==> src/rtl/sha_pkg.sv <==
// Package: shared types, constants and the rotate helper for the SHA-256 core.
`timescale 1ns / 1ps
package sha_pkg;

  localparam logic MODE_ABSORB = 1'b0;
  localparam logic MODE_FINISH = 1'b1;

  typedef struct packed {
    logic       mode;
    logic [7:0] data_byte;
  } in_word_t;

  typedef struct packed {
    logic [31:0] digest_word;
    logic [2:0]  word_index;
    logic        last_word;
  } out_word_t;

  // Work item between the front and the back: one byte or a finish request.
  typedef struct packed {
    logic       finish;
    logic [7:0] data;
  } cmd_t;

  localparam int unsigned QueueDepth = 2;

  localparam logic [31:0] H_INIT [8] = '{
    32'h6a09e667, 32'hbb67ae85, 32'h3c6ef372, 32'ha54ff53a,
    32'h510e527f, 32'h9b05688c, 32'h1f83d9ab, 32'h5be0cd19
  };

  localparam logic [31:0] ROUND_K [64] = '{
    32'h428a2f98, 32'h71374491, 32'hb5c0fbcf, 32'he9b5dba5,
    32'h3956c25b, 32'h59f111f1, 32'h923f82a4, 32'hab1c5ed5,
    32'hd807aa98, 32'h12835b01, 32'h243185be, 32'h550c7dc3,
    32'h72be5d74, 32'h80deb1fe, 32'h9bdc06a7, 32'hc19bf174,
    32'he49b69c1, 32'hefbe4786, 32'h0fc19dc6, 32'h240ca1cc,
    32'h2de92c6f, 32'h4a7484aa, 32'h5cb0a9dc, 32'h76f988da,
    32'h983e5152, 32'ha831c66d, 32'hb00327c8, 32'hbf597fc7,
    32'hc6e00bf3, 32'hd5a79147, 32'h06ca6351, 32'h14292967,
    32'h27b70a85, 32'h2e1b2138, 32'h4d2c6dfc, 32'h53380d13,
    32'h650a7354, 32'h766a0abb, 32'h81c2c92e, 32'h92722c85,
    32'ha2bfe8a1, 32'ha81a664b, 32'hc24b8b70, 32'hc76c51a3,
    32'hd192e819, 32'hd6990624, 32'hf40e3585, 32'h106aa070,
    32'h19a4c116, 32'h1e376c08, 32'h2748774c, 32'h34b0bcb5,
    32'h391c0cb3, 32'h4ed8aa4a, 32'h5b9cca4f, 32'h682e6ff3,
    32'h748f82ee, 32'h78a5636f, 32'h84c87814, 32'h8cc70208,
    32'h90befffa, 32'ha4506ceb, 32'hbef9a3f7, 32'hc67178f2
  };

  function automatic logic [31:0] ror32(input logic [31:0] x, input int unsigned n);
    ror32 = (x >> n) | (x << (32 - n));
  endfunction

endpackage

==> src/rtl/sha256_stream_hasher_core.sv <==
// SHA-256 byte-stream hasher. Each absorbed byte is written into the block
// buffer; every 64th byte starts 64 rounds of the single round unit followed
// by an add step. A finish word takes a padding step, one or two compressions
// and then emits eight digest words, most significant first. A two-entry queue
// sits between intake and the round unit.
`timescale 1ns / 1ps
module sha256_stream_hasher_core
  import sha_pkg::*;
(
  input  logic      clk_i,
  input  logic      rst_ni,
  input  logic      in_valid_i,
  output logic      in_stall_o,
  input  in_word_t  in_data_i,
  output logic      out_valid_o,
  input  logic      out_stall_i,
  output out_word_t out_data_o
);

  logic cmd_valid, cmd_take;
  cmd_t cmd;

  sha_front u_front (
    .clk_i, .rst_ni, .in_valid_i, .in_stall_o, .in_data_i,
    .cmd_valid_o(cmd_valid), .cmd_take_i(cmd_take), .cmd_o(cmd)
  );

  sha_back u_back (
    .clk_i, .rst_ni, .cmd_valid_i(cmd_valid), .cmd_take_o(cmd_take), .cmd_i(cmd),
    .out_valid_o, .out_stall_i, .out_data_o
  );

endmodule

==> src/rtl/sha_front.sv <==
// Front: accepts input words and queues them as byte or finish commands.
`timescale 1ns / 1ps
module sha_front
  import sha_pkg::*;
(
  input  logic     clk_i,
  input  logic     rst_ni,
  input  logic     in_valid_i,
  output logic     in_stall_o,
  input  in_word_t in_data_i,
  output logic     cmd_valid_o,
  input  logic     cmd_take_i,
  output cmd_t     cmd_o
);

  cmd_t       fifo_q [QueueDepth];
  logic       wr_ptr_q, rd_ptr_q;
  logic [1:0] cnt_q;
  logic       push, pop;

  assign in_stall_o  = (cnt_q == 2'(QueueDepth));
  assign push        = in_valid_i && !in_stall_o;
  assign cmd_valid_o = (cnt_q != 2'd0);
  assign pop         = cmd_valid_o && cmd_take_i;
  assign cmd_o       = fifo_q[rd_ptr_q];

  always_ff @(posedge clk_i or negedge rst_ni) begin
    if (!rst_ni) begin
      wr_ptr_q <= 1'b0;
      rd_ptr_q <= 1'b0;
      cnt_q    <= 2'd0;
    end else begin
      if (push) wr_ptr_q <= !wr_ptr_q;
      if (pop) rd_ptr_q <= !rd_ptr_q;
      cnt_q <= cnt_q + 2'(push) - 2'(pop);
    end
  end

  always_ff @(posedge clk_i) begin
    if (push) begin
      fifo_q[wr_ptr_q].finish <= (in_data_i.mode == MODE_FINISH);
      fifo_q[wr_ptr_q].data   <= in_data_i.data_byte;
    end
  end

endmodule

==> src/rtl/sha_back.sv <==
// Back: block buffer, padding, 64-round compression and digest output.
`timescale 1ns / 1ps
module sha_back
  import sha_pkg::*;
(
  input  logic      clk_i,
  input  logic      rst_ni,
  input  logic      cmd_valid_i,
  output logic      cmd_take_o,
  input  cmd_t      cmd_i,
  output logic      out_valid_o,
  input  logic      out_stall_i,
  output out_word_t out_data_o
);

  typedef enum logic [2:0] {
    ST_IDLE, ST_PAD, ST_ROUND, ST_ADD, ST_EMIT
  } state_e;

  state_e      state_q;
  logic [31:0] w_q [16];     // message schedule window, also the block buffer
  logic [31:0] h_q [8];
  logic [31:0] v_q [8];
  logic [63:0] bits_q;
  logic [5:0]  fill_q;       // bytes in buffer
  logic [5:0]  rnd_q;
  logic        fin_q;        // final block being compressed
  logic        extra_q;      // length block still due after this one
  logic [2:0]  idx_q;
  logic        out_valid_q;
  out_word_t   out_q;

  logic [31:0] s0, s1, w_new, big0, big1, ch, maj, t1, t2;
  logic [31:0] wt;

  assign wt    = w_q[0];
  assign s0    = ror32(w_q[1], 7) ^ ror32(w_q[1], 18) ^ (w_q[1] >> 3);
  assign s1    = ror32(w_q[14], 17) ^ ror32(w_q[14], 19) ^ (w_q[14] >> 10);
  assign w_new = w_q[0] + s0 + w_q[9] + s1;
  assign big1  = ror32(v_q[4], 6) ^ ror32(v_q[4], 11) ^ ror32(v_q[4], 25);
  assign ch    = (v_q[4] & v_q[5]) ^ (~v_q[4] & v_q[6]);
  assign t1    = v_q[7] + big1 + ch + ROUND_K[rnd_q] + wt;
  assign big0  = ror32(v_q[0], 2) ^ ror32(v_q[0], 13) ^ ror32(v_q[0], 22);
  assign maj   = (v_q[0] & v_q[1]) ^ (v_q[0] & v_q[2]) ^ (v_q[1] & v_q[2]);
  assign t2    = big0 + maj;

  assign cmd_take_o  = (state_q == ST_IDLE) && !out_valid_q;
  assign out_valid_o = out_valid_q;
  assign out_data_o  = out_q;

  always_ff @(posedge clk_i or negedge rst_ni) begin
    if (!rst_ni) begin
      state_q     <= ST_IDLE;
      bits_q      <= '0;
      fill_q      <= '0;
      rnd_q       <= '0;
      fin_q       <= 1'b0;
      extra_q     <= 1'b0;
      idx_q       <= '0;
      out_valid_q <= 1'b0;
      for (int i = 0; i < 8; i++) h_q[i] <= H_INIT[i];
    end else begin
      // outside emit, drop the held word once it is taken
      if (out_valid_q && !out_stall_i && (state_q != ST_EMIT)) out_valid_q <= 1'b0;
      case (state_q)
        ST_IDLE: begin
          if (cmd_valid_i && !out_valid_q) begin
            if (!cmd_i.finish) begin
              // drop the byte into its lane of the buffer
              w_q[fill_q[5:2]][8*(3-fill_q[1:0]) +: 8] <= cmd_i.data;
              bits_q <= bits_q + 64'd8;
              fill_q <= fill_q + 6'd1;
              if (fill_q == 6'd63) begin
                fin_q   <= 1'b0;
                extra_q <= 1'b0;
                rnd_q   <= '0;
                for (int i = 0; i < 8; i++) v_q[i] <= h_q[i];
                state_q <= ST_ROUND;
              end
            end else begin
              w_q[fill_q[5:2]][8*(3-fill_q[1:0]) +: 8] <= 8'h80;
              state_q <= ST_PAD;
            end
          end
        end
        ST_PAD: begin
          // clear bytes above the marker, add the length if room
          for (int b = 0; b < 64; b++) begin
            if ((6'(b) > fill_q) && ((b < 56) || (fill_q >= 6'd56)))
              w_q[b/4][8*(3-(b%4)) +: 8] <= 8'h00;
          end
          if (fill_q < 6'd56) begin
            w_q[14]  <= bits_q[63:32];
            w_q[15]  <= bits_q[31:0];
            extra_q  <= 1'b0;
          end else begin
            extra_q  <= 1'b1;
          end
          fin_q   <= 1'b1;
          rnd_q   <= '0;
          for (int i = 0; i < 8; i++) v_q[i] <= h_q[i];
          state_q <= ST_ROUND;
        end
        ST_ROUND: begin
          for (int i = 0; i < 15; i++) w_q[i] <= w_q[i+1];
          w_q[15] <= w_new;
          v_q[7] <= v_q[6]; v_q[6] <= v_q[5]; v_q[5] <= v_q[4];
          v_q[4] <= v_q[3] + t1;
          v_q[3] <= v_q[2]; v_q[2] <= v_q[1]; v_q[1] <= v_q[0];
          v_q[0] <= t1 + t2;
          rnd_q  <= rnd_q + 6'd1;
          if (rnd_q == 6'd63) state_q <= ST_ADD;
        end
        ST_ADD: begin
          for (int i = 0; i < 8; i++) h_q[i] <= h_q[i] + v_q[i];
          fill_q <= '0;
          if (fin_q && extra_q) begin
            for (int i = 0; i < 14; i++) w_q[i] <= '0;
            w_q[14] <= bits_q[63:32];
            w_q[15] <= bits_q[31:0];
            extra_q <= 1'b0;
            rnd_q   <= '0;
            for (int i = 0; i < 8; i++) v_q[i] <= h_q[i] + v_q[i];
            state_q <= ST_ROUND;
          end else if (fin_q) begin
            idx_q   <= '0;
            state_q <= ST_EMIT;
          end else begin
            state_q <= ST_IDLE;
          end
        end
        ST_EMIT: begin
          if (!out_valid_q || !out_stall_i) begin
            out_valid_q       <= 1'b1;
            out_q.digest_word <= h_q[idx_q];
            out_q.word_index  <= idx_q;
            out_q.last_word   <= (idx_q == 3'd7);
            idx_q             <= idx_q + 3'd1;
            if (idx_q == 3'd7) begin
              for (int i = 0; i < 8; i++) h_q[i] <= H_INIT[i];
              bits_q  <= '0;
              fill_q  <= '0;
              fin_q   <= 1'b0;
              state_q <= ST_IDLE;
            end
          end
        end
        default: state_q <= ST_IDLE;
      endcase
    end
  end

endmodule

==> config.mk <==
export PLATFORM = sky130hd
export DESIGN_NAME = sha256_stream_hasher_core
export DESIGN_NICKNAME = d
export VERILOG_FILES = /design/src/rtl/sha_pkg.sv /design/src/rtl/sha256_stream_hasher_core.sv /design/src/rtl/sha_front.sv /design/src/rtl/sha_back.sv
export SDC_FILE = /design/constraint.sdc
export NUM_CORES = 2
export LEC_CHECK = 0
export ABC_AREA = 1
export BUFFER_PORTS_ARGS = -buffer_cell sky130_fd_sc_hd__buf_2
export CAP_MARGIN = 10
export CORE_MARGIN = 2
export CORE_UTILIZATION = 30
export CTS_CLUSTER_DIAMETER = 200
export DETAILED_ROUTE_END_ITERATION = 8
export PLACE_DENSITY = 0.5
export SLEW_MARGIN = 15
export SYNTH_ARGS = -nofsm -noshare
export SYNTH_HDL_FRONTEND = slang
export SYNTH_SLANG_ARGS = --single-unit
export TNS_END_PERCENT = 30
==> constraint.sdc <==
create_clock -name clk_i -period 15 [get_ports clk_i]
set_clock_uncertainty 0.1 [all_clocks]
set_input_delay 0.75 -clock clk_i [delete_from_list [all_inputs] [get_ports clk_i]]
set_output_delay 0.75 -clock clk_i [all_outputs]
set_load 0.005 [all_outputs]
; After elaboration in Yosys (flattened, before gate mapping)
; Memories as Yosys holds them, arrays and structs flattened.
; Index checks and enable logic that the tools add are counted.
[op_classes]
n_mux = 460
eq_ne = 19
addsub = 26
reduce_logical = 110
magnitude_cmp = 68
bitwise = 221
shift = 3
[ops]
columns = operator, n
row1 = 8-bit two-way mux, 136
row2 = 32-bit two-way mux, 32
row3 = 32-bit adder, 18
row4 = 256-bit two-way mux, 2
row5 = 256-bit one-hot mux with 2 select lines, 1
row6 = 32-bit XOR, 9
row7 = 1-bit two-way mux, 257
row8 = 64-bit two-way mux, 4
row9 = 6-bit greater-than comparator (first input constant), 32
row10 = 1-bit bitwise OR, 192
row11 = 32-bit bitwise AND, 5
row12 = 64-bit one-hot mux with 2 select lines, 1
row13 = 32-bit binary-select mux with 3-bit select, 1
row14 = 5-bit by 6-bit greater-than comparator with 1-bit output (first input constant), 16
row15 = 1-bit logical AND, 86
row16 = 64-bit by 4-bit adder with 64-bit output (second input constant), 1
row17 = 4-bit by 6-bit greater-than comparator with 1-bit output (first input constant), 8
row18 = 6-bit two-way mux, 8
row19 = 32-bit negation with 34-bit output, 1
row20 = 8-bit by 34-bit variable shift with 32-bit output (first input constant), 1
row21 = 8-bit by 34-bit variable part select with 32-bit output, 1
row22 = 8-bit by 34-bit variable part select with 32-bit output (first input constant), 1
row23 = 3-bit two-way mux, 11
row24 = 32-bit NOT, 1
row25 = 52 further kinds, 82
[word_totals]
inputBits = 13
elab_cells = 933
output_inout_bits = 38
reg_bits = 381
ram_bits = 786
mem_bits_ro = 2048
n_memories = 4
[memory_table]
columns = name, depth, word_bits, rd, rd_clocked_by_memory_dff, write_ports, line
row1 = (no name shown), 64, 32, 1, 0, 0, sha_back.sv:42  ; assign t1 = v_q[7] + big1 + ch + ROUND_K[rnd_q] + wt;
row2 = u_back.w_q, 16, 32, 16, 0, 16, sha_back.sv:21  ; logic [31:0] w_q [16];
row3 = u_back.v_q, 8, 32, 8, 0, 8, sha_back.sv:23  ; logic [31:0] v_q [8];
row4 = u_front.fifo_q, 2, 9, 1, 0, 1, sha_front.sv:16  ; cmd_t fifo_q [QueueDepth];

; Logic depth before layout (Yosys ltp)
; An unclocked memory read counts as a cell.
[depth]
ltp_word = 11
depth_mapped = 46
depth_no_buf = 45

; Modules after synthesis
; From an unflattened synthesis, not the netlist that was laid out.
[unflattened]
hier_cells = 11195
area_unflattened_um2 = 87154.8
[modules_own_cells]
columns = mod, n_inst, cells_per_inst, seq_area_each_um2, area_each_um2
row1 = sha_back, 1, 11116, 32771.4, 86266.5
row2 = sha_front, 1, 79, 640.6, 888.4

; Worst setup path after synthesis
; Ideal clock, no wire load.
[synth_path]
path_type = reg2reg
startpoint = reg u_back.rnd_q[0]
endpoint = mem u_back.v_q[0][31], data pin
t_arrival_ps = 6952
setup_time_ps = 259
path_stages_with_launch = 41
path_slack_ps = 7688
n_path_buf = 1
path_cell_list = dfrtp_1 clkbuf_1 inv_1 ha_1 inv_1 nor2_1 inv_1 nand2_1 nor2_1 a211oi_1 o32ai_1 fa_1 inv_1 fa_1 inv_1 fa_1 inv_1 ha_1 [... 5 more ...] o21ai_0 nand2_1 inv_1 nor2_1 fa_1 ha_1 nand2_1 nand2_1 a21oi_1 nand2_1 a21oi_1 nand2_1 nand2_1 nand2_1 inv_1 nand3_1 nand3_1 nand3_1
[synth_lines]
columns = element, line
row1 = start: declaration, sha_back.sv:26  ; logic [5:0] rnd_q;
row2 = start signal: assignment, sha_back.sv:111  ; rnd_q <= rnd_q + 6'd1;
row3 = end: declaration, sha_back.sv:23

==> results.toml <==
[sta]
hold_violations = 0
tns_ps = 0
setup_violations = 0
slew_headroom = 0.178
rsz0062_at_grt = "no"
finalCriticalPeriod_ps = 9260
tightest_slew_ps = 1220
timing.fmax_mhz = 108
report.final.slew_viol_count = 0
timing.final.crit_share = 0.618

[synthesis]
avgSynthCellArea_um2 = 7.78
syn-cell-area_um2 = 87400
synth_top_family_by_area = "simple AND/OR/NAND/NOR gates"
async_flop_share = 0.294
synth-compound-area-share = 0.172
synth_cell_types = 67
synthAdderAreaFrac = 0.106
synth_top_flop_cell = "edfxtp_1"
synth-simple-area-share = 0.211
ys_warn_count = 0
syn_inst = 11200
synth_nets = 11800
synthMuxAreaShare = 0.00137
synth-edff-count = 822
ys_seq_elements = 1164
ys_seq_area_frac = 0.382
synth_xor_area_frac = 0.0458

[cts]
cts_sinks = 1164
post_cts_buffers = 0
htreeDepth = 4
clk_pin_slew_ps = 60
clk_latency_ps = 880
hold_buffers = 10
clockBufferDepth = 4
numCtsBuffers = 149
clockRootBuffer = "clkbuf_16"
tritoncts = "built"
cts-resized-gates = 0

[worst_setup_path]
r2r.worst_path.cells = 38
r2r-end = "u_back.v_q[0][31]"
crit-reg2reg-launch = "u_back.rnd_q[1]"
critPathLaunchType = "register"
cp_slowest_stage_delay_ps = 750
cp_common_cell = "nand2_1"
end_kind = "register"
cp_slowest_cell = "dfrtp_1"
worstPathRequired_ps = 15470
crit_fanout = 16
arrival_ps = 9730
path_class = "register to register"
r2r_slack_ps = 5740

[place]
gp_congestion = 1.02
dp_hpwl_mm = 319
io_buffers = 50
place_inst = 14900

[finish]
area_growth_pct = 10.9
drive_gt1_frac = 0.0564
stdcell_count = 15200
nets = 11700
mostFrequentLayoutCells = "2619 x nand2_1, 1427 x inv_1, 1157 x o21ai_0, 830 x nor2_1, 822 x edfxtp_1"
layout_commonest_cell = "nand2_1"

[min_path]
holdPathStages = 3
hold_start = "out_stall_i"
min_path_type = "input port to register"
hold_path_end = "u_back.out_valid_o"

[route]
drt_iter0_drc = 9665
met1_length_mm = 171
ant_nets = 0
routed_wl_mm = 413
wl_per_cell_um = 27.3
drt-vias-per-instance = 5.46
wl_met2_mm = 184
top_layer = "met5"
dr_total_vias = 82700
firstDrtPassIters = 6
met3_wirelength_mm = 32.1
drc = 0

[floorplanning]
coreArea_um2 = 290000
die-area_um2 = 296000
fp.dieH_um = 544
io_pins = 51
fp-row-count = 198
die_x_um = 544
start_util = 0.301

[global_route]
antenna_found_initial = 13
grt_pass1_vias = 79600
track_usage = 0.273
grt_max_degree = 155
grt_pass1_wl_mm = 586
gr-total-overflow = 0

[outcome]
status = "finished clean"

[job]
max_cap_violations = 0
[logic make-up (layout without fill, tap and decap cells)]
group,count (synthesis),count (layout)
and+or+nand+nor,4457,4457
AOI/OAI and AO/OA,2640,2640
buffers and inverters,1875,1895
DFF,1164,1164
adders and majority gates,627,627
xor gates and xnor gates,457,457
muxes,11,11
other,0,3
[worst max-delay path, delay by kind of cell, from the launching register on]
| family | cells | cell delay, ps |
|---|---|---|
| DFF | 1 | 750 |
| buffers and inverters | 7 | 800 |
| adders and majority gates | 7 | 3330 |
| and+or+nand+nor | 17 | 2130 |
| AOI/OAI and AO/OA | 7 | 1870 |
[state kept, by name, indices dropped and copies added (netlist names)]
name,count
u_back.w_q,512
u_back.h_q,256
u_back.v_q,256
u_back.bits_q,61
u_back.out_data_o,36
u_front.fifo_q,18
u_back.fill_q,6
u_back.rnd_q,6
u_back.idx_q,3
u_back.state_q,3
u_front.cnt_q,2
u_back.extra_q,1
u_back.fin_q,1
u_back.out_valid_o,1
u_front.rd_ptr_q,1
u_front.wr_ptr_q,1
[cell usage after synthesis, types with 9 or more instances]
library cell  number  area share
or2_2             44      0.0031
fa_1             195       0.045
ha_1             402       0.058
o21a_1            29      0.0025
o211ai_1         111      0.0095
buf_1             64      0.0027
a31oi_1           89      0.0064
nand3_1          611       0.035
o21ai_0         1177       0.067
xnor2_1          180       0.018
nor2_1           832       0.036
a221oi_1          59      0.0059
inv_1           1430       0.061
o221ai_1          35      0.0035
dfrtp_1          206       0.059
nand4_1          113      0.0081
inv_2             12     0.00052
nor3_1           108      0.0062
a22oi_1           29      0.0025
dfstp_2          136       0.041
a21oi_1          697       0.040
o21bai_1          87      0.0075
xor2_1           277       0.028
nand3b_1          51      0.0044
nand2_1         2623        0.11
nor3b_1            9     0.00077
o31ai_1           31      0.0027
clkbuf_1         311       0.013
a21o_1            37      0.0032
a21boi_0          25      0.0021
nor4_1            28      0.0020
o2111ai_1         20      0.0020
o22ai_1          159       0.011
buf_2             48      0.0027
and3_1            10     0.00072
edfxtp_1         822        0.28
maj3_1            30      0.0034
[how the worst max path moves through the flow]
stage          slack [ps]             from           endpoint  cells past startpoint
3_3_place_gp         5920  u_back.rnd_q[1]  u_back.v_q[0][31]                     36
5_1_grt              5230  u_back.rnd_q[1]  u_back.v_q[0][23]                     37
2_1_floorplan        7690  u_back.rnd_q[0]  u_back.v_q[0][31]                     40
3_5_place_dp         5960  u_back.rnd_q[1]  u_back.v_q[0][31]                     38
4_1_cts              5950  u_back.rnd_q[1]  u_back.v_q[0][31]                     38
6_report             5740  u_back.rnd_q[1]  u_back.v_q[0][31]                     38
[cell type report]
type | count | area [um^2]
antenna | 3 | 7.51
clock buffer | 198 | 4120
inverter | 1444 | 5450
sequential | 1164 | 33400
timing repair buffer | 181 | 1290
multi-input combinational | 8192 | 47000
fill | 31300 | 193000
tap | 3900 | 4880
clock inverter | 72 | 782
[routing by layer]
layer	vias to the layer above	global-route usage
met2	3715	0.429
met4	6	0.149
met3	797	0.0434
li1	37800	-
met1	40400	0.357
met5	-	0
[stage by stage]
step | setup WS, ps | instance area (um^2) | hold slack [ps] | util
2_1_floorplan | 7690 | 87400 | 351 | -
3_3_place_gp | 5920 | 91900 | 394 | 0.317
3_5_place_dp | 5960 | 91900 | 397 | 0.317
5_1_grt | 5230 | 96900 | 145 | 0.334
6_report | 5740 | 96900 | 167 | 0.334
4_1_cts | 5950 | 96900 | 113 | 0.334
Power is not shown: default switching activity piles up to over one toggle a cycle in this logic, so the estimate is an artifact.
